**src/design/mcif_pkg.sv**
```systemverilog
`timescale 1ns / 1ps
// ----------------------------------------------------------------------------
// mcif_pkg
// Shared types and constants of the multichannel IIR filter.
// ----------------------------------------------------------------------------
package mcif_pkg;

    localparam int DATA_W = 24;
    localparam int PAIR_W = 2 * DATA_W;
    localparam int PROD_W = 2 * DATA_W;
    localparam int CMD_W  = 2;
    localparam int CH_W   = 3;
    localparam int TAPF_W = 6;
    localparam int ACT_W  = 4;
    localparam int NTAP_W = 7;
    localparam int CIDX_W = 2;
    localparam int RSH    = 20;

    // Item commands
    localparam logic [CMD_W-1:0] CMD_SAMPLE = 2'd0;
    localparam logic [CMD_W-1:0] CMD_WR_FF  = 2'd1;
    localparam logic [CMD_W-1:0] CMD_WR_FB  = 2'd2;

    // Register indexes
    localparam logic [CIDX_W-1:0] REG_ACTIVE = 2'd0;
    localparam logic [CIDX_W-1:0] REG_FF     = 2'd1;
    localparam logic [CIDX_W-1:0] REG_FB     = 2'd2;

    // Half-word write enables of a paired memory entry
    typedef struct packed {
        logic lo;
        logic hi;
    } t_wr_en;

    // Control of the multiply-accumulate unit
    typedef struct packed {
        logic valid;
        logic clear;
    } t_mac_ctl;

endpackage

```
**src/design/mcif_mac.sv**
```systemverilog
`timescale 1ns / 1ps
// ----------------------------------------------------------------------------
// mcif_mac
// Shared multiply-accumulate with rounding to Q1.23 and saturation.
// ----------------------------------------------------------------------------
module mcif_mac
    import mcif_pkg::*;
#(
    parameter int ACC_W = 56
) (
    input  logic                     i_clk,
    input  logic                     i_rst_n,
    input  t_mac_ctl                 i_ctl,
    input  logic signed [DATA_W-1:0] i_coef,
    input  logic signed [DATA_W-1:0] i_sample,
    output logic                     o_busy,
    output logic signed [DATA_W-1:0] o_y,
    output logic                     o_sat
);

    localparam int RND_W = ACC_W - RSH;

    logic                     r_prod_v;
    logic signed [PROD_W-1:0] r_prod;
    logic signed [ACC_W-1:0]  r_acc;
    logic signed [ACC_W-1:0]  w_biased;
    logic signed [RND_W-1:0]  w_rnd;
    logic                     w_hi_ones;
    logic                     w_hi_zeros;

    // Multiply stage
    always_ff @(posedge i_clk) begin
        if (!i_rst_n) begin
            r_prod_v <= 1'b0;
        end else begin
            r_prod_v <= i_ctl.valid;
        end
        r_prod <= i_coef * i_sample;
    end

    // Accumulate stage
    always_ff @(posedge i_clk) begin
        if (!i_rst_n || i_ctl.clear) begin
            r_acc <= '0;
        end else if (r_prod_v) begin
            r_acc <= r_acc + ACC_W'(r_prod);
        end
    end

    // Round half up, then clip to Q1.23
    assign w_biased   = r_acc + (ACC_W'(1) <<< (RSH - 1));
    assign w_rnd      = w_biased[ACC_W-1:RSH];
    assign w_hi_ones  = &w_rnd[RND_W-1:DATA_W-1];
    assign w_hi_zeros = ~|w_rnd[RND_W-1:DATA_W-1];
    assign o_sat      = !(w_hi_ones || w_hi_zeros);
    assign o_busy     = r_prod_v;

    always_comb begin
        if (!o_sat) begin
            o_y = w_rnd[DATA_W-1:0];
        end else if (w_rnd[RND_W-1]) begin
            o_y = {1'b1, {(DATA_W-1){1'b0}}};
        end else begin
            o_y = {1'b0, {(DATA_W-1){1'b1}}};
        end
    end

endmodule

```
**config.mk**
```make
export PLATFORM = sky130hd
export DESIGN_NAME = mcif_mac
export DESIGN_NICKNAME = d
export VERILOG_FILES = /design/src/design/mcif_pkg.sv /design/src/design/mcif_mac.sv
export SDC_FILE = /design/constraint.sdc
export NUM_CORES = 2
export LEC_CHECK = 0
export BUFFER_PORTS_ARGS = -buffer_cell sky130_fd_sc_hd__buf_2
export CAP_MARGIN = 20
export CORE_MARGIN = 2
export CORE_UTILIZATION = 50
export DETAILED_ROUTE_END_ITERATION = 12
export PLACE_DENSITY = 0.63
export RECOVER_POWER = 100
export REMOVE_ABC_BUFFERS = 1
export SETUP_SLACK_MARGIN = 0.15
export SLEW_MARGIN = 20
export SYNTH_ARGS = -nofsm -noshare
export SYNTH_HDL_FRONTEND = slang
export SYNTH_SLANG_ARGS = --single-unit
```
**constraint.sdc**
```tcl
create_clock -name i_clk -period 10.8 [get_ports i_clk]
set_clock_uncertainty 0.05 [all_clocks]
set_input_delay 1.62 -clock i_clk [delete_from_list [all_inputs] [get_ports i_clk]]
set_output_delay 1.62 -clock i_clk [all_outputs]
set_load 0.1 [all_outputs]
```
* Yosys cells after proc, flatten, opt, wreduce, memory -nomap -nowiden
Cells that the tools add are included.
** Storage, ports and cells
- Memories :: 0
- RAM bits :: 0
- Latch bits :: 0
- ROM bits :: 0
- Input port bits :: 52
- Bits in registers :: 105
- Logic and storage cells :: 15
** Operators by class
- Bitwise logic cells :: 0
- Equality and inequality tests :: 0
- Shift-type cells :: 0
- $add $sub $neg :: 2
- Magnitude comparators :: 0
- Mux-type cells :: 2
- Multiply operators :: 1
- Div/mod/pow operators :: 0
- Reductions and logical operators :: 7
** Operators by type and width (count)
- $add A56 B21 Y56 const B :: 1
- $add A56 B48 Y56 :: 1
- $mul A24 B24 Y48 :: 1
- $mux W24 :: 2
- $reduce_and A13 Y1 :: 1
- $reduce_or A13 Y1 :: 1
- $logic_not A1 Y1 :: 3
- $logic_or A1 B1 Y1 :: 2

* Logic depth before layout (Yosys ltp)
- Depth in word-level cells :: 5
- Depth in mapped cells :: 28
- Gate-level depth less buffers :: 26

* Worst setup path after synthesis
Ideal clock, no wire load.
- Kind :: input port to flip-flop
- Start :: input port i_coef[23]
- End :: register r_prod[42]
- Setup slack :: 2.663 ns
- Data arrival time :: 7.951 ns
- Setup time :: 0.136 ns
- Path buffers :: 2
- Data required time :: 10.614 ns
- Stages on the path :: 24
- Cell sequence :: clkbuf_1 -> nand2_1 -> inv_1 -> fa_1 -> fa_1 -> inv_1 -> fa_1 -> fa_1 -> inv_1 -> fa_1 -> fa_1 -> inv_1 -> fa_1 -> inv_1 -> ha_1 -> clkbuf_1 -> a2111oi_0 -> a31oi_1 -> a31o_2 -> a41oi_1 -> a21bo_2 -> o21ai_1 -> a2111oi_0 -> a211oi_1
** Between the ends
- Word-level cells in the longest chain between the ends :: 1
** RTL lines
- start, declared :: line mcif_mac.sv:14 : input logic signed [DATA_W-1:0] i_coef,
- $mul A24 B24 Y48 :: line mcif_mac.sv:38 : r_prod <= i_coef * i_sample;
- end signal, assigned :: line mcif_mac.sv:38
- end, declared :: line mcif_mac.sv:24 : logic signed [PROD_W-1:0] r_prod;
No other way between the ends.
A chain may end at the register's enable or synchronous reset.

* Worst setup path after layout
- Start :: input port i_sample[0]
- End :: register r_prod[44]
** Between the ends
- Word-level cells in the longest chain between the ends :: 1
** RTL lines
- start, declared :: line mcif_mac.sv:15 : input logic signed [DATA_W-1:0] i_sample,
- $mul A24 B24 Y48 :: line mcif_mac.sv:38
No other way between the ends.

==> run metrics <==
outcome=finished with violations; failing checks=capacitance limit, slew limit; vias=20,900; clk buf depth=2; worst flop-to-flop path endpoint=r_acc[55]; hold buffer count at CTS=0; Most common cell on crit path=fa_1; Mapped Cells=3,135; Num CTS Buffers=9; r2r setup slk=5.65 ns; clk sinks=105; Worst setup SP type=input pin; Hold/Removal Path Class=flop to flop; Slew Viols, Final=152; Slew @ Worst Pin=3.63 ns; Synth Register Bits=105; commonest non-fill, non-tap cell in the layout=inv_1; CP arrival=9.58 ns; commonest non-fill, non-tap cells in the layout=616 x inv_1, 608 x fa_1, 360 x nand2_1; DP Area=0.0289 mm2; first-pass GRT wire length=118,000 um; post-synth top area cell=fa_1; # Post-CTS Setup Buffers=0; Synth area leaders=fa_1 43%, ha_1 8.5%, inv_1 8.3%; ANT cells=0; Setup Viol. Count Final=0; Vert. Die Dim=241 um; Die ar.=0.0579 mm2; worst hold start=r_acc[7]; crit path kind=input pin to flop; RSZ-0062 raised after global routing=false; Worst R2R Path Depth=5; main flop type after synthesis=dfxtp_1; Wirelength per Cell=18.7 um; Row Count=86; Total Wirelength=72,000 um; max incr delay on CP=0.97 ns; data required time of the critical path=11.01 ns; first-pass iteration count of the detailed router=6; ANT nets after route=0; crit-path max FO=24; GPL Wtd Cong=0.904; synth unique cells=72; die width=241 um; final core occ=52.8%; CTS clk-pin slew, worst paths=0.07 ns; Synth async-reset ratio=0%; Slew HR=-142%; fill cell count=5,151; cell area after layout=0.0291 mm2; initial antenna violation count=0; Area growth, synth to finish=3.96%; IO Count=78; drt first-iter violations=1,600; Mean Syn Cell Area=8.94 um2; Mapped Area=0.0280 mm2; Sum Neg Setup Slack=0 ns; drt via density=5.44; register area share after synthesis=7.50%; Total GRT Usage=26.0%; gr ovfl total=0; core area=0.0552 mm2; hold path depth=2; CP Capture Type=flop; top cell type's share of synthesized area=43.4%; latest clock arrival within the worst-skew pair=0.37 ns; Final period util=86.7%; final worst path period need=9.37 ns; EDFF count, synth=0; fraction of layout cells with a size suffix above 1=2.93%; max frequency=0.107 GHz; # nets final=3,948; CP Cell Sequence=clkbuf_1 > and2_0 > fa_1 > inv_1 > fa_1 > fa_1 > inv_1 > fa_1 > inv_1 > fa_1 > inv_1 > fa_1 > fa_1 > ha_1 > nand2_1 > o21ai_0 > o21ai_0 > nand2_1 > a31o_2 > a41oi_1 > a21bo_2 > o21ai_0 > a21oi_1 > o311a_1; Yosys warnings=0; HPWL after DPL=57,900 um; Resized cells post-CTS=0; Hold Crit Endpoint=r_acc[7]; IO buf count=77; R2R Path Start=o_busy; number of global-route vias before repair=22,300; maxcap violations=3; Slowest cell on crit path=clkbuf_1; CTS root buf=clkbuf_16; Initial Util=50.8%; largest net degree at the start of global routing=58; number of remaining DRC errors=0; Final Hold Violating Endpoints=0; H-Tree Depth=3; CTS tree=built
-- worst max path at each step --
| stage | start | end | slack [ns] | cells past startpoint |
|---|---|---|---|---|
| after global placement | i_sample[9] | r_prod[42] | 1.91 | 23 |
| after detailed placement | i_sample[9] | r_prod[42] | 1.77 | 23 |
| after CTS | i_sample[9] | r_prod[42] | 2.14 | 23 |
| final | i_sample[0] | r_prod[44] | 1.43 | 24 |
| after floorplan | i_coef[22] | r_prod[42] | 2.93 | 23 |
| after global routing | i_sample[0] | r_prod[44] | 0.96 | 24 |
-- state kept, by name, summed over array words and instances, names as in the netlist --
signal and count:
o_busy 1, r_prod 48, r_acc 56
-- worst max-delay path, delay by kind of cell --
kind | cells | cell delay, ns
adder cells (fa/ha/maj) | 8 | 3.67
AND/OR/NAND/NOR | 3 | 0.55
AO/OA/AOI/OAI | 8 | 2.48
buffers and inverters | 5 | 1.23
-- metrics by stage --
stage | cells | hold WS, ns | setup WS (ns)
2_1_floorplan | 3006 | 0.395 | 2.93
3_3_place_gp | 3835 | 0.410 | 1.91
5_1_grt | 3850 | 0.459 | 0.963
6_report | 3850 | 0.426 | 1.43
3_5_place_dp | 3835 | 0.413 | 1.77
4_1_cts | 3850 | 0.426 | 2.14
-- routing by layer --
layer	vias to the layer above	global-route usage [%]	share of wire, %
met2	672	40.7	44
met3	91	4.48	6.9
met4	0	5.46	1.8
li1	9559	-	-
met5	-	0	0
met1	10600	38.2	47
-- layout make-up --
cell class | count | area (um2) | share of cell area [%]
clock buffer | 10 | 229 | 0.786
clock inverter | 5 | 56.3 | 0.193
inverter | 617 | 2320 | 7.95
multi-input combinational | 2284 | 23100 | 79.4
sequential | 105 | 2100 | 7.22
tap | 748 | 936 | 3.21
timing repair buffer | 81 | 372 | 1.28
-- synth_stat cells (18+ instances only) --
cell and instances:
nand3_1 37, o21ai_0 61, inv_1 616, nand2b_1 25, a21oi_1 121, nor2_1 115
a21o_1 56, xnor2_1 73, ha_1 190, and3_1 18, nand2_1 360, clkbuf_1 123
mux2i_1 34, o21ai_1 28, xor2_1 39, nor3_1 27, fa_1 608, and2_1 290
dfxtp_1 105
-- cells by family (layout without fill, tap and decap cells) --
| logic type | Yosys count | after routing | synth area share (%) |
|---|---|---|---|
| mux | 34 | 34 | 1.21 |
| flops | 105 | 105 | 7.50 |
| compound gates | 392 | 392 | 8.98 |
| fa+ha+maj | 798 | 798 | 51.9 |
| buf+inv | 746 | 713 | 10.0 |
| xor+xnor | 112 | 112 | 3.50 |
| simple gates | 948 | 948 | 16.9 |
Power is left out: the tool's default activity adds up to more than one toggle a clock period on the data nets, which glitch-free logic cannot reach.
